<file path="src/hdl/dashed_midpoint_circle_rasterizer_assert.svh">
// ----------------------------------------------------------------------------
// Assertion macros for the dashed midpoint circle rasterizer
// Clocked concurrent assertion wrappers; define NO_ASSERTIONS to drop them.
// ----------------------------------------------------------------------------
`ifndef DASHED_MIDPOINT_CIRCLE_RASTERIZER_ASSERT_SVH
`define DASHED_MIDPOINT_CIRCLE_RASTERIZER_ASSERT_SVH

`ifndef NO_ASSERTIONS
// Clocked assertion with a fixed failure message.
`define DMCR_ASSERT(lbl, clk, rst_n, prop) \
	lbl: assert property (@(posedge clk) disable iff (!rst_n) prop) \
		else $error("dmcr assertion failed");
// Clocked assertion with a caller-supplied failure message.
`define DMCR_ASSERT_MSG(lbl, clk, rst_n, prop, msg) \
	lbl: assert property (@(posedge clk) disable iff (!rst_n) prop) else $error(msg);
`else
`define DMCR_ASSERT(lbl, clk, rst_n, prop)
`define DMCR_ASSERT_MSG(lbl, clk, rst_n, prop, msg)
`endif

`endif

</file>
<file path="src/hdl/dmcr_pkg.sv">
// ----------------------------------------------------------------------------
// dmcr_pkg
// Shared types and constants of the dashed midpoint circle rasterizer.
// ----------------------------------------------------------------------------
package dmcr_pkg;

	localparam int DMCR_COORD_BITS = 10;
	localparam int DMCR_DASH_BITS  = 8;
	localparam int PIX_BITS        = 12;
	localparam int DEC_BITS        = 16;
	localparam int DLEN_BITS       = 8;
	localparam int BEAT_BITS       = 3;

	localparam logic [DLEN_BITS-1:0] DLEN_RESET = DLEN_BITS'(2);
	localparam logic [BEAT_BITS-1:0] BEAT_LAST  = BEAT_BITS'(7);

	// decision constants of the midpoint recurrence
	localparam logic [DEC_BITS-1:0] DEC_INIT   = DEC_BITS'(3);
	localparam logic [DEC_BITS-1:0] DEC_INC_X  = DEC_BITS'(6);
	localparam logic [DEC_BITS-1:0] DEC_INC_XY = DEC_BITS'(10);

	typedef enum logic {
		OP_START = 1'b0,
		OP_STEP  = 1'b1
	} opcode_t;

	typedef enum logic [1:0] {
		REC_PIXELS,
		REC_GAP,
		REC_DONE
	} rec_kind_t;

	typedef struct packed {
		logic      load;
		rec_kind_t kind;
	} rec_ctl_t;

endpackage

</file>
<file path="src/hdl/dmcr_if.sv">
// ----------------------------------------------------------------------------
// Rasterizer channels
// Command channel (start / step) and pixel result channel, valid/ready.
// ----------------------------------------------------------------------------
interface dmcr_cmd_if
	import dmcr_pkg::*;
	#(parameter int COORD_BITS = DMCR_COORD_BITS) ();
	logic                  valid;
	logic                  ready;
	logic                  opcode;
	logic [COORD_BITS-1:0] center_x;
	logic [COORD_BITS-1:0] center_y;
	logic [COORD_BITS-1:0] radius;

	modport source (output valid, opcode, center_x, center_y, radius, input ready);
	modport sink (input valid, opcode, center_x, center_y, radius, output ready);
endinterface

interface dmcr_pix_if
	import dmcr_pkg::*;
	();
	logic                       valid;
	logic                       ready;
	logic signed [PIX_BITS-1:0] pixel_x;
	logic signed [PIX_BITS-1:0] pixel_y;
	logic                       pixel_valid;
	logic                       circle_done;
	logic                       last_of_run;

	modport source (output valid, pixel_x, pixel_y, pixel_valid, circle_done, last_of_run,
		input ready);
	modport sink (input valid, pixel_x, pixel_y, pixel_valid, circle_done, last_of_run,
		output ready);
endinterface

</file>
<file path="src/hdl/dmcr_step.sv">
// ----------------------------------------------------------------------------
// dmcr_step
// One midpoint octant step, or the start of a circle, plus the dash filter, purely combinational.
// ----------------------------------------------------------------------------
module dmcr_step
	import dmcr_pkg::*;
	#(
	parameter int COORD_BITS = DMCR_COORD_BITS,
	parameter int DASH_BITS  = DMCR_DASH_BITS
) (
	input  logic                  opcode,
	input  logic [COORD_BITS-1:0] center_x,
	input  logic [COORD_BITS-1:0] center_y,
	input  logic [COORD_BITS-1:0] radius,
	input  logic [DLEN_BITS-1:0]  dash_length,
	input  logic [COORD_BITS-1:0] cur_x,
	input  logic [COORD_BITS-1:0] cur_y,
	input  logic [DEC_BITS-1:0]   cur_dec,
	input  logic [DASH_BITS-1:0]  cur_dash,
	input  logic [COORD_BITS-1:0] cur_cx,
	input  logic [COORD_BITS-1:0] cur_cy,
	input  logic                  cur_active,
	output logic [COORD_BITS-1:0] nxt_x,
	output logic [COORD_BITS-1:0] nxt_y,
	output logic [DEC_BITS-1:0]   nxt_dec,
	output logic [DASH_BITS-1:0]  nxt_dash,
	output logic [COORD_BITS-1:0] nxt_cx,
	output logic [COORD_BITS-1:0] nxt_cy,
	output logic                  nxt_active,
	output rec_kind_t             kind
);

	localparam int CMP_BITS = (DASH_BITS > DLEN_BITS) ? DASH_BITS : DLEN_BITS;

	logic [DEC_BITS-1:0]  dec_x;
	logic [DEC_BITS-1:0]  dec_y;
	logic [DEC_BITS-1:0]  dec_diff;
	logic [DASH_BITS-1:0] dash_base;
	logic                 point;

	assign dec_x    = DEC_BITS'(cur_x);
	assign dec_y    = DEC_BITS'(cur_y);
	assign dec_diff = dec_x - dec_y;

	always_comb begin
		nxt_x      = cur_x;
		nxt_y      = cur_y;
		nxt_dec    = cur_dec;
		nxt_cx     = cur_cx;
		nxt_cy     = cur_cy;
		nxt_active = cur_active;
		dash_base  = cur_dash;
		point      = 1'b0;
		if (opcode == OP_START) begin
			nxt_cx     = center_x;
			nxt_cy     = center_y;
			nxt_x      = '0;
			nxt_y      = radius;
			nxt_dec    = DEC_INIT - (DEC_BITS'(radius) << 1);
			nxt_active = 1'b1;
			dash_base  = '0;
			point      = 1'b1;
		end else if (!cur_active || (cur_x >= cur_y)) begin
			nxt_active = 1'b0;
		end else begin
			point = 1'b1;
			nxt_x = cur_x + COORD_BITS'(1);
			// decision <= 0: move east only, otherwise south-east
			if (cur_dec[DEC_BITS-1] || (cur_dec == '0)) begin
				nxt_dec = cur_dec + (dec_x << 2) + DEC_INC_X;
			end else begin
				nxt_dec = cur_dec + (dec_diff << 2) + DEC_INC_XY;
				nxt_y   = cur_y - COORD_BITS'(1);
			end
		end
	end

	always_comb begin
		nxt_dash = cur_dash;
		kind     = REC_DONE;
		if (point) begin
			if (CMP_BITS'(dash_base) < CMP_BITS'(dash_length)) begin
				kind     = REC_PIXELS;
				nxt_dash = dash_base + DASH_BITS'(1);
			end else begin
				kind     = REC_GAP;
				nxt_dash = '0;
			end
		end
	end

endmodule

</file>
<file path="src/hdl/dmcr_emit.sv">
// ----------------------------------------------------------------------------
// dmcr_emit
// Point record register and beat sequencer for the eight mirrored pixels.
// ----------------------------------------------------------------------------
`include "dashed_midpoint_circle_rasterizer_assert.svh"

module dmcr_emit
	import dmcr_pkg::*;
	#(
	parameter int COORD_BITS = DMCR_COORD_BITS
) (
	input  logic                  clk,
	input  logic                  arst_n,
	input  rec_ctl_t              ctl,
	input  logic [COORD_BITS-1:0] rec_cx,
	input  logic [COORD_BITS-1:0] rec_cy,
	input  logic [COORD_BITS-1:0] rec_x,
	input  logic [COORD_BITS-1:0] rec_y,
	output logic                  free,
	dmcr_pix_if.source            pixel
);

	localparam int CALC_BITS = (COORD_BITS + 2 > PIX_BITS) ? COORD_BITS + 2 : PIX_BITS;

	rec_kind_t             kind_q;
	logic [COORD_BITS-1:0] cx_q;
	logic [COORD_BITS-1:0] cy_q;
	logic [COORD_BITS-1:0] x_q;
	logic [COORD_BITS-1:0] y_q;
	logic                  busy_q;
	logic [BEAT_BITS-1:0]  beat_q;

	logic                 taken;
	logic                 last_beat;
	logic                 swap;
	logic                 neg_x;
	logic                 neg_y;
	logic [CALC_BITS-1:0] off_x;
	logic [CALC_BITS-1:0] off_y;
	logic [CALC_BITS-1:0] base_x;
	logic [CALC_BITS-1:0] base_y;
	logic [CALC_BITS-1:0] sum_x;
	logic [CALC_BITS-1:0] sum_y;

	assign taken     = pixel.valid && pixel.ready;
	assign last_beat = (kind_q != REC_PIXELS) || (beat_q == BEAT_LAST);
	assign free      = !busy_q || (taken && last_beat);

	always_ff @(posedge clk) begin
		if (ctl.load) begin
			kind_q <= ctl.kind;
			cx_q   <= rec_cx;
			cy_q   <= rec_cy;
			x_q    <= rec_x;
			y_q    <= rec_y;
		end
	end

	always_ff @(posedge clk or negedge arst_n) begin
		if (!arst_n) begin
			busy_q <= 1'b0;
			beat_q <= '0;
		end else if (ctl.load) begin
			busy_q <= 1'b1;
			beat_q <= '0;
		end else if (taken) begin
			if (last_beat) begin
				busy_q <= 1'b0;
			end else begin
				beat_q <= beat_q + BEAT_BITS'(1);
			end
		end
	end

	// beats 0..3 mirror (x, y), beats 4..7 mirror the swapped pair (y, x)
	assign swap   = beat_q[2];
	assign neg_x  = swap ? beat_q[1] : beat_q[0];
	assign neg_y  = swap ? beat_q[0] : beat_q[1];
	assign off_x  = CALC_BITS'(swap ? y_q : x_q);
	assign off_y  = CALC_BITS'(swap ? x_q : y_q);
	assign base_x = CALC_BITS'(cx_q);
	assign base_y = CALC_BITS'(cy_q);
	assign sum_x  = neg_x ? (base_x - off_x) : (base_x + off_x);
	assign sum_y  = neg_y ? (base_y - off_y) : (base_y + off_y);

	assign pixel.valid = busy_q;

	always_comb begin
		case (kind_q)
			REC_PIXELS: begin
				pixel.pixel_x     = sum_x[PIX_BITS-1:0];
				pixel.pixel_y     = sum_y[PIX_BITS-1:0];
				pixel.pixel_valid = 1'b1;
				pixel.circle_done = 1'b0;
				pixel.last_of_run = (beat_q == BEAT_LAST);
			end
			REC_DONE: begin
				pixel.pixel_x     = '0;
				pixel.pixel_y     = '0;
				pixel.pixel_valid = 1'b0;
				pixel.circle_done = 1'b1;
				pixel.last_of_run = 1'b1;
			end
			default: begin
				pixel.pixel_x     = '0;
				pixel.pixel_y     = '0;
				pixel.pixel_valid = 1'b0;
				pixel.circle_done = 1'b0;
				pixel.last_of_run = 1'b1;
			end
		endcase
	end

	`DMCR_ASSERT_MSG(a_load_when_free, clk, arst_n, ctl.load |-> free, "record overwritten")
	`DMCR_ASSERT(a_single_beat_idle, clk, arst_n,
		(busy_q && (kind_q != REC_PIXELS)) |-> (beat_q == '0))
	`DMCR_ASSERT(a_beat_advance, clk, arst_n,
		(taken && !last_beat && !ctl.load) |=>
		(busy_q && (beat_q == $past(beat_q) + BEAT_BITS'(1))))
	`DMCR_ASSERT_MSG(a_last_on_eighth, clk, arst_n,
		(pixel.valid && pixel.pixel_valid && pixel.last_of_run) |-> (beat_q == BEAT_LAST),
		"early last pixel")

endmodule

</file>
<file path="src/hdl/dashed_midpoint_circle_rasterizer.sv">
// Latency: the first result beat of an item is offered the cycle after the item is accepted.
// Output: a drawn point takes 8 output beats, a gap or a done report takes 1; the
//   single-entry point record sets the rate, and the next item is taken in the cycle
//   that the last beat of the current one leaves, so a stalled output also holds commands.
// Reset (arst_n low, asynchronous): no circle active, dash_length back to 2, channel idle.
// ----------------------------------------------------------------------------
// dashed_midpoint_circle_rasterizer
// Bresenham midpoint circle generator with a dash pattern over the octant points.
// ----------------------------------------------------------------------------
module dashed_midpoint_circle_rasterizer
	import dmcr_pkg::*;
	#(
	parameter int COORD_BITS = DMCR_COORD_BITS,
	parameter int DASH_BITS  = DMCR_DASH_BITS
) (
	input  logic                 clk,
	input  logic                 arst_n,
	input  logic                 dash_length_we,
	input  logic [DLEN_BITS-1:0] dash_length_wdata,
	dmcr_cmd_if.sink             cmd,
	dmcr_pix_if.source           pixel
);

	// octant walk state
	logic [COORD_BITS-1:0] x_q;
	logic [COORD_BITS-1:0] y_q;
	logic [DEC_BITS-1:0]   dec_q;
	logic [DASH_BITS-1:0]  dash_q;
	logic [COORD_BITS-1:0] cx_q;
	logic [COORD_BITS-1:0] cy_q;
	logic                  active_q;
	logic [DLEN_BITS-1:0]  dash_length_q;

	// next state from the step unit
	logic [COORD_BITS-1:0] nxt_x;
	logic [COORD_BITS-1:0] nxt_y;
	logic [DEC_BITS-1:0]   nxt_dec;
	logic [DASH_BITS-1:0]  nxt_dash;
	logic [COORD_BITS-1:0] nxt_cx;
	logic [COORD_BITS-1:0] nxt_cy;
	logic                  nxt_active;
	rec_kind_t             kind;

	logic     accept;
	logic     free;
	rec_ctl_t ctl;

	// Take a new command beat whenever the point record is empty or drains this cycle.
	assign cmd.ready = free;
	assign accept    = cmd.valid && cmd.ready;

	// Configuration register: write only while idle (the block does not enforce this), no read-back.
	always_ff @(posedge clk or negedge arst_n) begin
		if (!arst_n) begin
			dash_length_q <= DLEN_RESET;
		end else if (dash_length_we) begin
			dash_length_q <= dash_length_wdata;
		end
	end

	// One step of the midpoint recurrence plus the dash filter.
	dmcr_step #(
		.COORD_BITS (COORD_BITS),
		.DASH_BITS  (DASH_BITS)
	) u_step (
		.opcode      (cmd.opcode),
		.center_x    (cmd.center_x),
		.center_y    (cmd.center_y),
		.radius      (cmd.radius),
		.dash_length (dash_length_q),
		.cur_x       (x_q),
		.cur_y       (y_q),
		.cur_dec     (dec_q),
		.cur_dash    (dash_q),
		.cur_cx      (cx_q),
		.cur_cy      (cy_q),
		.cur_active  (active_q),
		.nxt_x       (nxt_x),
		.nxt_y       (nxt_y),
		.nxt_dec     (nxt_dec),
		.nxt_dash    (nxt_dash),
		.nxt_cx      (nxt_cx),
		.nxt_cy      (nxt_cy),
		.nxt_active  (nxt_active),
		.kind        (kind)
	);

	// Commit the walk state on every accepted command beat; hold otherwise.
	always_ff @(posedge clk or negedge arst_n) begin
		if (!arst_n) begin
			x_q      <= '0;
			y_q      <= '0;
			dec_q    <= '0;
			dash_q   <= '0;
			cx_q     <= '0;
			cy_q     <= '0;
			active_q <= 1'b0;
		end else if (accept) begin
			x_q      <= nxt_x;
			y_q      <= nxt_y;
			dec_q    <= nxt_dec;
			dash_q   <= nxt_dash;
			cx_q     <= nxt_cx;
			cy_q     <= nxt_cy;
			active_q <= nxt_active;
		end
	end

	// Load the point record with the updated position; the emitter fans it out.
	assign ctl.load = accept;
	assign ctl.kind = kind;

	dmcr_emit #(
		.COORD_BITS (COORD_BITS)
	) u_emit (
		.clk    (clk),
		.arst_n (arst_n),
		.ctl    (ctl),
		.rec_cx (nxt_cx),
		.rec_cy (nxt_cy),
		.rec_x  (nxt_x),
		.rec_y  (nxt_y),
		.free   (free),
		.pixel  (pixel)
	);

endmodule
</file>
<file path="src/flat_wrapper.sv">
// flat-port wrapper written by rule: the top's interface ports become plain ports
module dashed_midpoint_circle_rasterizer_flat import dmcr_pkg::*;
#(
	parameter int COORD_BITS = DMCR_COORD_BITS,
	parameter int DASH_BITS  = DMCR_DASH_BITS
)
  (clk, arst_n, dash_length_we, dash_length_wdata, cmd_valid, cmd_opcode, cmd_center_x, cmd_center_y, cmd_radius, cmd_ready, pixel_valid, pixel_pixel_x, pixel_pixel_y, pixel_pixel_valid, pixel_circle_done, pixel_last_of_run, pixel_ready);
  dmcr_cmd_if #(.COORD_BITS(COORD_BITS)) cmd_i ();
  dmcr_pix_if pixel_i ();
  input  logic clk;
  input  logic arst_n;
  input  logic dash_length_we;
  input  logic [DLEN_BITS-1:0] dash_length_wdata;
  input wire logic [$bits(cmd_i.valid)-1:0] cmd_valid;
  input wire logic [$bits(cmd_i.opcode)-1:0] cmd_opcode;
  input wire logic [$bits(cmd_i.center_x)-1:0] cmd_center_x;
  input wire logic [$bits(cmd_i.center_y)-1:0] cmd_center_y;
  input wire logic [$bits(cmd_i.radius)-1:0] cmd_radius;
  output wire logic [$bits(cmd_i.ready)-1:0] cmd_ready;
  output wire logic [$bits(pixel_i.valid)-1:0] pixel_valid;
  output wire logic [$bits(pixel_i.pixel_x)-1:0] pixel_pixel_x;
  output wire logic [$bits(pixel_i.pixel_y)-1:0] pixel_pixel_y;
  output wire logic [$bits(pixel_i.pixel_valid)-1:0] pixel_pixel_valid;
  output wire logic [$bits(pixel_i.circle_done)-1:0] pixel_circle_done;
  output wire logic [$bits(pixel_i.last_of_run)-1:0] pixel_last_of_run;
  input wire logic [$bits(pixel_i.ready)-1:0] pixel_ready;
  assign cmd_i.valid = cmd_valid;
  assign cmd_i.opcode = cmd_opcode;
  assign cmd_i.center_x = cmd_center_x;
  assign cmd_i.center_y = cmd_center_y;
  assign cmd_i.radius = cmd_radius;
  assign cmd_ready = cmd_i.ready;
  assign pixel_valid = pixel_i.valid;
  assign pixel_pixel_x = pixel_i.pixel_x;
  assign pixel_pixel_y = pixel_i.pixel_y;
  assign pixel_pixel_valid = pixel_i.pixel_valid;
  assign pixel_circle_done = pixel_i.circle_done;
  assign pixel_last_of_run = pixel_i.last_of_run;
  assign pixel_i.ready = pixel_ready;
  dashed_midpoint_circle_rasterizer #(.COORD_BITS(COORD_BITS), .DASH_BITS(DASH_BITS)) u_core (.clk(clk), .arst_n(arst_n), .dash_length_we(dash_length_we), .dash_length_wdata(dash_length_wdata), .cmd(cmd_i), .pixel(pixel_i));
endmodule
</file>
<file path="config.mk">
export PLATFORM = sky130hd
export DESIGN_NAME = dashed_midpoint_circle_rasterizer_flat
export DESIGN_NICKNAME = d
export VERILOG_FILES = /design/src/hdl/dmcr_pkg.sv /design/src/hdl/dmcr_if.sv /design/src/hdl/dmcr_step.sv /design/src/hdl/dmcr_emit.sv /design/src/hdl/dashed_midpoint_circle_rasterizer.sv /design/src/flat_wrapper.sv
export VERILOG_INCLUDE_DIRS = /design/src /design/src/hdl
export SDC_FILE = /design/constraint.sdc
export NUM_CORES = 1
export LEC_CHECK = 0
export BUFFER_PORTS_ARGS = -buffer_cell sky130_fd_sc_hd__buf_4
export CAP_MARGIN = 20
export CORE_UTILIZATION = 25
export DETAILED_ROUTE_END_ITERATION = 10
export PLACE_DENSITY = 0.42
export REMOVE_ABC_BUFFERS = 1
export SLEW_MARGIN = 25
export SYNTH_ARGS = -nofsm -noshare
export SYNTH_HDL_FRONTEND = slang
export SYNTH_SLANG_ARGS = --single-unit
</file>
<file path="constraint.sdc">
create_clock -name clk -period 4.05 [get_ports clk]
set_input_delay 0.81 -clock clk [delete_from_list [all_inputs] [get_ports clk]]
set_output_delay 0.81 -clock clk [all_outputs]
set_load 0.1 [all_outputs]
</file>
==> impl_metrics.py, run 1 <==
metrics = {
    "global_route": {
        "grt_max_degree": 66,
        "globalRouteTotalUtil": 0.148,
        "antenna_found_initial": 0,
        "grt_pass1_vias": 8500,
        "grt_overflow_total": 0,
        "grt_pass1_wl_um": 47300,
    },
    "synthesis": {
        "synth_edf_count": 42,
        "netlist_top_cells_count": "ha_1 (110), nor2_1 (89), inv_1 (85)",
        "syn_area_um2": 10000,
        "synth_top_area_frac": 0.190,
        "avgSynthCellArea_um2": 9.10,
        "synth-seq-cells": 119,
        "synth_top_area_cell": "dfrtp_1",
        "yosysUniqueCellTypes": 73,
        "yosysMostFrequentCell": "ha_1",
        "ys_dominant_reg_cell": "dfrtp_1",
        "yosysSeqAreaShare": 0.319,
        "synth.area.top_cells": "dfrtp_1 (19%), ha_1 (14%), edfxtp_1 (13%)",
        "synth_warnings": 0,
        "syn_inst": 1100,
        "ys_async_sr_fraction": 0.647,
    },
    "status": {
        "violations": "setup timing",
        "status": "finished, violations left",
    },
    "sta": {
        "final_max_slew_viol_count": 0,
        "slew_headroom": 0.440,
        "worst_slack_ps": -91.1,
        "tightest_slew_ps": 840,
        "fin_crit_sh": 1.02,
        "setup_viol": 4,
        "rsz0062_at_grt": "true",
        "whs_ps": 384,
        "finClkSkew_ps": 10.2,
        "max_freq_ghz": 0.241,
        "hold_viol": 0,
        "period_needed_ps": 4140,
    },
    "routing": {
        "drtIter0Drc": 370,
        "route.vias.total": 8370,
        "wl_met2_um": 13700,
        "drt-total-wl_um": 29800,
        "route.met3.wl_um": 749,
        "wl_met1_um": 14900,
        "wire_per_inst_um": 17.2,
        "drc_errors": 0,
        "dr.pass1.iters": 5,
        "highest_layer": "met4",
        "vias_per_cell": 4.84,
        "drtAntennaViolNets": 0,
    },
    "clock_tree": {
        "cts_sinks": 119,
        "clock_path_buffers": 2,
        "postCtsHoldBufs": 0,
        "clk_pin_slew_ps": 50,
        "cts_tree": "done",
        "cts_buffers": 17,
        "clockRootBuffer": "clkbuf_16",
        "htree_levels": 4,
        "clk_latency_ps": 430,
    },
    "power_and_ir_drop": {
        "comb_power_share": 0.616,
        "power.switching_w": 0.00407,
        "power.leakage_nw": 5.36,
        "power_density_nw_per_um2": 724,
        "vdd_drop_max_mv": 0.421,
        "internal_power_w": 0.00511,
        "p_seq_frac": 0.202,
        "pwr-share-clk": 0.182,
        "p_sw_frac": 0.443,
    },
    "placed_design": {
        "numPortBuffers": 72,
        "gp_congestion": 0.872,
        "dpl_cell_area_um2": 11400,
        "hpwl_um": 22300,
    },
    "critical_path": {
        "cp.arrival_ps": 3330,
        "worstSetupStartpointType": "flip-flop",
        "path_class": "reg -> out",
        "path_max_fanout": 4,
        "required_ps": 3240,
        "end_kind": "output port",
    },
    "layout": {
        "n_antenna_cell": 0,
        "fin_nets": 1361,
        "n_fill_cell": 4144,
        "stdcell_area_um2": 12700,
        "drive_above_1_share": 0.242,
        "area_delta_synth_final_pct": 26.5,
        "utilization": 0.324,
    },
    "die": {
        "ios": 73,
        "core-area_um2": 39100,
        "die_h_um": 202,
        "num_rows": 72,
        "start_util": 0.256,
        "dieArea_um2": 40900,
        "chipWidth_um": 202,
    },
    "worst_hold_path": {
        "hold_path.class": "in -> async",
    },
    "flow_run": {
        "drv_cap": 0,
    },
}
## flip-flops by register name (all words and copies together) (netlist names)
| signal | count |
|---|---|
| u_core.u_emit.beat_q | 3 |
| u_core.dash_q | 8 |
| u_core.dec_q | 16 |
| u_core.u_emit.cy_q | 10 |
| u_core.active_q | 1 |
| u_core.cx_q | 10 |
| u_core.u_emit.y_q | 10 |
| u_core.cy_q | 10 |
| u_core.u_emit.kind_q | 2 |
| u_core.dash_length_q | 8 |
| u_core.u_emit.cx_q | 10 |
| u_core.u_emit.x_q | 10 |
| u_core.u_emit.pixel.valid | 1 |
| u_core.x_q | 10 |
| u_core.y_q | 10 |
## kinds of logic after synthesis
| logic type | synth area share |
|---|---|
| xor+xnor | 0.0525 |
| compound gates | 0.178 |
| fa+ha+maj | 0.151 |
| flops | 0.319 |
| buf+inv | 0.0506 |
| mux | 0.0949 |
| simple gates | 0.154 |
## critical path, stage by stage (launching register included)
cell	delay [ps]
dfrtp_1	400
buf_6	160
mux2i_4	240
buf_6	130
ha_4	200
nor2b_4	130
o21bai_4	90
a2111oi_4	360
buf_4	170
nor4b_4	40
nor4_2	360
a211oi_2	90
mux2i_1	250
buf_6	270
## power groups by stage
stage               Combinational (W)  Sequential (W)  Clock [W]
floorplan                     0.00390         0.00180          0
global placement              0.00529         0.00186          0
detailed placement            0.00527         0.00186          0
CTS                           0.00538         0.00184    0.00172
global route                  0.00634         0.00189    0.00177
finish                        0.00565         0.00185    0.00167
## final cells by class
class                   instances  area, um2  area share
clock buffers                  21        450      0.0356
clock inverters                11        180      0.0142
inverters                      87        328      0.0259
multi-input cells             849       6820       0.538
flip-flops and latches        119       3190       0.252
well taps                     518        648      0.0512
repair buffers                126       1050      0.0829
## cells in the final DEF (no fill, tap or decap), types with 12 or more instances in the layout
cell,count
xnor2_1,46
nor3_1,15
ha_1,99
o21ai_0,55
inv_1,81
dfrtp_1,75
xor2_1,13
nand3_1,25
clkbuf_16,17
a21oi_1,61
nor2b_1,12
buf_4,110
mux2i_1,28
nand2_1,81
nor2_1,88
edfxtp_1,42
mux2_2,45
a21o_1,20
## path summary, 6_finish.rpt
kind	start	endpoint	slack (ps)	depth (start not counted)
worst max-delay path	u_core.u_emit.beat_q[2]	pixel_pixel_x[9]	-90	13
worst min-delay path	arst_n	u_core.cx_q[1]	380	1
worst max register to register	u_core.x_q[1]	u_core.dec_q[13]	240	15
worst min register to register	u_core.dec_q[0]	u_core.dec_q[0]	490	1
max in group asynchronous	arst_n	u_core.x_q[1]	2900	2
min in group clk	u_core.dec_q[0]	u_core.dec_q[0]	490	1
## per-layer routing
layer,vias to the layer above,GRT usage
li1,4184,-
met1,4025,0.204
met2,136,0.240
met3,25,0.0231
met4,0,0.0384
met5,-,0
## through the flow
step / setup WS, ps / total power, W / instances / setup TNS, ps
final: -91.1 / 0.00917 / 1731 / -198
after global routing: -220 / 0.0100 / 1731 / -1280
after CTS: -101 / 0.00893 / 1726 / -287
after detailed placement: 84.9 / 0.00713 / 1692 / 0
after global placement: 76.3 / 0.00715 / 1692 / 0
after floorplan: -3590 / 0.00571 / 1055 / -280310
## repair_timing
item,4_1_cts,5_1_grt
setup endpoints to repair,11,19
setup buffers,2,6
pin swaps,6,29
gates resized for setup,42,86
No activity file was read; power rests on OpenSTA's default activity.
==> run 2: changes to the inputs <==
--- a/config.mk
+++ b/config.mk
@@ -8,9 +8,11 @@
 export LEC_CHECK = 0
 export BUFFER_PORTS_ARGS = -buffer_cell sky130_fd_sc_hd__buf_4
 export CAP_MARGIN = 20
+export CORE_MARGIN = 2
 export CORE_UTILIZATION = 25
 export DETAILED_ROUTE_END_ITERATION = 10
-export PLACE_DENSITY = 0.42
+export HOLD_SLACK_MARGIN = 0.12
+export PLACE_DENSITY = 0.53
 export REMOVE_ABC_BUFFERS = 1
 export SLEW_MARGIN = 25
 export SYNTH_ARGS = -nofsm -noshare
==> impl_metrics.py, run 2 (same netlist as run 1, synthesis figures left out) <==
metrics = {
    "status": {
        "status": "finished clean",
    },
    "routing": {
        "drtIter0Drc": 483,
        "dr.pass1.iters": 5,
        "drc_errors": 0,
        "drt-total-wl_um": 28100,
        "route.vias.total": 8368,
        "drtAntennaViolNets": 0,
        "vias_per_cell": 4.84,
        "wire_per_inst_um": 16.2,
    },
    "global_route": {
        "globalRouteTotalUtil": 0.135,
        "grt_pass1_vias": 8135,
        "grt_max_degree": 72,
        "antenna_found_initial": 1,
        "grt_pass1_wl_um": 44500,
        "grt_overflow_total": 0,
    },
    "clock_tree": {
        "htree_levels": 4,
        "clock_path_buffers": 2,
        "cts_tree": "done",
        "clk_pin_slew_ps": 60,
        "cts_sinks": 119,
        "postCtsHoldBufs": 0,
        "clk_latency_ps": 440,
        "cts_buffers": 17,
        "clockRootBuffer": "clkbuf_16",
    },
    "sta": {
        "fin_crit_sh": 0.990,
        "rsz0062_at_grt": "true",
        "period_needed_ps": 4010,
        "tightest_slew_ps": 897,
        "setup_viol": 0,
        "hold_viol": 0,
        "setup_tns_ps": 0,
        "slew_headroom": 0.402,
        "finClkSkew_ps": 16.5,
        "max_freq_ghz": 0.249,
        "final_max_slew_viol_count": 0,
    },
    "die": {
        "die_h_um": 204,
        "core-area_um2": 39600,
        "dieArea_um2": 41700,
        "num_rows": 73,
        "start_util": 0.253,
        "ios": 73,
        "chipWidth_um": 204,
    },
    "layout": {
        "area_delta_synth_final_pct": 25.2,
        "layout_common_cells": "buf_4 (104), ha_1 (97), nor2_1 (89)",
        "largest_register_ffs": 16,
        "fin_nets": 1351,
        "top_register": "u_core.dec_q",
        "layout_commonest_cell": "buf_4",
        "drive_above_1_share": 0.237,
        "instances_no_fill": 1729,
        "stdcell_area_um2": 12500,
    },
    "power_and_ir_drop": {
        "comb_power_share": 0.619,
        "internal_power_w": 0.00481,
        "power.switching_w": 0.00406,
        "pwr-share-clk": 0.172,
        "vdd_drop_max_mv": 0.348,
        "p_seq_frac": 0.209,
        "total_power_w": 0.00887,
        "power.leakage_nw": 5.28,
        "p_sw_frac": 0.458,
        "power_density_nw_per_um2": 708,
    },
    "critical_path": {
        "end_kind": "output port",
        "path_max_fanout": 6,
        "crit_family": "compound AO/OA/AOI/OAI gates",
        "rrSetupSlack_ps": 220,
        "cp_slowest_cell": "dfrtp_1",
        "required_ps": 3240,
        "r2r_start": "u_core.x_q[0]",
        "max_stage_delay_ps": 400,
        "path_cells": "buf_6, mux2_4, ha_4, fa_2, nand2b_1, a21oi_2, o21bai_1, a21o_1, a211oi_2, or2_4, o311ai_4, buf_12",
        "path_class": "reg -> out",
        "worstSetupStartpointType": "flip-flop",
        "cp-startpoint": "u_core.u_emit.beat_q[2]",
        "path_buf_inv": 2,
        "cp.arrival_ps": 3200,
    },
    "flow_run": {
        "drv_cap": 0,
    },
    "placed_design": {
        "gp_congestion": 0.860,
        "numPlacedInstances": 1689,
        "dpl_cell_area_um2": 11300,
        "hpwl_um": 20800,
        "numPortBuffers": 72,
    },
    "worst_hold_path": {
        "hold_path.class": "in -> async",
    },
}
## run 2: cell types whose count changed in the layout (fill, tap and decap cells not counted), sizes merged
cell | previous run | this run
buf | 126 | 115
bufinv | 5 | 1
clkbuf | 21 | 19
diode | 0 | 1
inv | 85 | 92
## run 2: path summary, 6_finish.rpt
check,depth (start not counted),endpoint
worst max-delay path,12,pixel_pixel_y[8]
worst min-delay path,1,u_core.cx_q[3]
worst max register to register,18,u_core.dec_q[15]
worst min register to register,1,u_core.dec_q[0]
max in group asynchronous,2,u_core.dash_length_q[1]
min in group clk,1,u_core.dec_q[0]
## run 2: stage by stage
step / worst slack [ps] / util / hold WS [ps]
floorplan: -3590 / - / 435
global placement: 142 / 0.286 / 461
detailed placement: 105 / 0.286 / 471
CTS: 1.04 / 0.304 / 368
global route: -82.1 / 0.316 / 386
finish: 39.1 / 0.316 / 360
## run 2: power groups by stage
stage | clock network [W] | registers [W] | logic [W]
after CTS | 0.00156 | 0.00184 | 0.00520
after detailed placement | 0 | 0.00186 | 0.00511
after global placement | 0 | 0.00185 | 0.00508
after global routing | 0.00161 | 0.00189 | 0.00614
after floorplan | 0 | 0.00180 | 0.00390
final | 0.00152 | 0.00185 | 0.00549
## run 2: routing by layer
metal | track usage | wire length, um | vias to the layer above
met5 | 0 | 0 | -
met4 | 0.0316 | 340 | 0
met3 | 0.0239 | 1130 | 21
met2 | 0.226 | 13400 | 175
met1 | 0.181 | 13200 | 3997
li1 | - | - | 4175
## run 2: cell type report
type                            count  area (um2)
Antenna cell                        1        2.50
Clock buffer                       18         439
Clock inverter                     14         138
Fill cell                        4086       27100
Inverter                           87         330
Multi-Input combinational cell    849        6800
Sequential cell                   119        3190
Tap cell                          525         657
Timing Repair Buffer              116         973
## run 2: repair_timing
action / in CTS / in global routing
setup buffers: 1 / 5
cloned: 0 / 1
resized for setup: 38 / 86
pin swaps: 9 / 34
setup endpoints to repair: 12 / 16
==> run 3: changes to the inputs <==
--- a/config.mk
+++ b/config.mk
@@ -8,12 +8,13 @@
 export LEC_CHECK = 0
 export BUFFER_PORTS_ARGS = -buffer_cell sky130_fd_sc_hd__buf_4
 export CAP_MARGIN = 20
+export CORE_ASPECT_RATIO = 0.9
 export CORE_MARGIN = 2
 export CORE_UTILIZATION = 25
 export DETAILED_ROUTE_END_ITERATION = 10
 export HOLD_SLACK_MARGIN = 0.12
 export PLACE_DENSITY = 0.53
-export REMOVE_ABC_BUFFERS = 1
+export SETUP_SLACK_MARGIN = 0.3
 export SLEW_MARGIN = 25
 export SYNTH_ARGS = -nofsm -noshare
 export SYNTH_HDL_FRONTEND = slang
==> impl_metrics.py, run 3 (same netlist as run 1, synthesis figures left out) <==
metrics = {
    "power_and_ir_drop": {
        "power_density_nw_per_um2": 717,
        "vdd_drop_max_mv": 0.481,
        "total_power_w": 0.00945,
        "power.leakage_nw": 5.45,
    },
    "sta": {
        "final_max_slew_viol_count": 0,
        "whs_ps": 479,
        "setup_viol": 2,
        "rsz0062_at_grt": "true",
        "fin_crit_sh": 1.01,
        "hold_viol": 0,
        "tightest_slew_ps": 846,
        "worst_slack_ps": -38.8,
        "slew_headroom": 0.436,
        "setup_tns_ps": -73.8,
        "max_freq_ghz": 0.245,
        "finClkSkew_ps": 9.74,
        "period_needed_ps": 4090,
    },
    "placed_design": {
        "gp_congestion": 0.865,
        "hpwl_um": 21200,
        "dpl_cell_area_um2": 11500,
        "numPortBuffers": 72,
    },
    "global_route": {
        "antenna_found_initial": 0,
        "grt_overflow_total": 0,
        "grt_max_degree": 61,
        "grt_pass1_wl_um": 45300,
        "globalRouteTotalUtil": 0.136,
        "grt_pass1_vias": 8200,
    },
    "synthesis": {
        "syn_nets": 1261,
    },
    "routing": {
        "drc_errors": 0,
        "vias_per_cell": 4.84,
        "route.vias.total": 8517,
        "drtAntennaViolNets": 0,
        "dr.pass1.iters": 5,
        "drtIter0Drc": 626,
        "drt-total-wl_um": 28900,
        "wire_per_inst_um": 16.4,
    },
    "layout": {
        "fin_nets": 1374,
        "layout_commonest_cell": "buf_4",
        "layout_common_cells": "buf_4 (113), ha_1 (88), nand2_1 (81)",
        "stdcell_area_um2": 13200,
        "drive_above_1_share": 0.287,
        "utilization": 0.334,
        "top_register": "u_core.dec_q",
        "area_delta_synth_final_pct": 31.7,
        "n_fill_cell": 4017,
        "n_antenna_cell": 0,
        "largest_register_ffs": 16,
    },
    "critical_path": {
        "cp_slowest_cell": "dfrtp_2",
        "path_common_cell": "buf_12",
        "cp.arrival_ps": 3280,
        "path_cells": "buf_12, mux2_4, ha_4, inv_2, fa_2, a21oi_2, o21bai_1, a21o_1, a21oi_4, o31ai_4, mux2i_2, o311ai_4, buf_12",
        "path_class": "reg -> out",
        "path_max_fanout": 5,
        "required_ps": 3240,
        "path_buf_inv": 3,
        "end_kind": "output port",
        "crit_family": "compound AO/OA/AOI/OAI gates",
        "r2r_start": "u_core.y_q[1]",
        "r2r-end": "u_core.dec_q[12]",
        "rrSetupSlack_ps": 410,
        "max_stage_delay_ps": 450,
        "reg2regPathDepth": 16,
        "worstSetupStartpointType": "flip-flop",
    },
    "worst_hold_path": {
        "hold_path.class": "in -> async",
    },
    "clock_tree": {
        "cts_tree": "done",
        "clockRootBuffer": "clkbuf_16",
        "postCtsHoldBufs": 0,
        "clk_latency_ps": 430,
        "cts_sinks": 119,
        "clk_pin_slew_ps": 60,
        "clock_path_buffers": 2,
        "cts_buffers": 17,
        "htree_levels": 4,
    },
    "status": {
        "violations": "setup timing",
        "status": "finished, violations left",
    },
    "die": {
        "die_h_um": 194,
        "chipWidth_um": 215,
        "dieArea_um2": 41700,
        "start_util": 0.254,
        "num_rows": 69,
        "core-area_um2": 39500,
        "ios": 73,
    },
    "flow_run": {
        "drv_cap": 0,
    },
}
run 3: layout make-up:
class / instances / area (um2) / area share
Timing Repair Buffer: 139 / 1330 / 0.101
Sequential cell: 119 / 3190 / 0.242
Inverter: 87 / 328 / 0.0249
Clock buffer: 17 / 425 / 0.0323
Tap cell: 532 / 666 / 0.0505
Clock inverter: 15 / 166 / 0.0126
Multi-Input combinational cell: 849 / 7080 / 0.537
run 3: timing repair:
action	4_1_cts	5_1_grt
setup buffers	13	24
gates cloned	2	0
endpoints found under the setup margin	19	22
pin swaps	23	47
gates resized for setup	92	74
run 3: stage by stage:
| stage | setup slack (ps) | std cells |
|---|---|---|
| final | -38.8 | 1758 |
| after global placement | 119 | 1687 |
| after global routing | -158 | 1758 |
| after detailed placement | 60.9 | 1687 |
| after CTS | -81.8 | 1734 |
| after floorplan | 77.7 | 1100 |
run 3: worst reg2reg max path: cells and delay by family (launching register included):
| family | cells | cell delay [ps] |
|---|---|---|
| simple gates | 2 | 320 |
| mux | 1 | 100 |
| fa+ha+maj | 3 | 810 |
| compound gates | 6 | 1320 |
| flops | 1 | 420 |
| xor+xnor | 2 | 310 |
| buf+inv | 2 | 280 |
run 3: report_power, final:
group,switching [W],internal [W]
Sequential,0.000287,0.00157
Combinational,0.00336,0.00268
Clock,0.000634,0.000920
run 3: worst max-delay path by stage:
stage / end / cells after the start / slack [ps] / start
5_1_grt: pixel_pixel_y[8] / 11 / -160 / u_core.u_emit.beat_q[2]
4_1_cts: pixel_pixel_x[9] / 11 / -80 / u_core.u_emit.beat_q[2]
6_report: pixel_pixel_y[8] / 13 / -40 / u_core.u_emit.beat_q[2]
2_1_floorplan: pixel_pixel_x[8] / 12 / 80 / u_core.u_emit.beat_q[2]
3_5_place_dp: u_core.dec_q[14] / 19 / 60 / u_core.x_q[0]
3_3_place_gp: u_core.dec_q[14] / 19 / 120 / u_core.x_q[0]
run 3: routing by layer:
metal  routed length, um  track usage
met1               14200        0.193
met3                1180       0.0229
met2               13100        0.215
met5                   0            0
met4                 325       0.0311
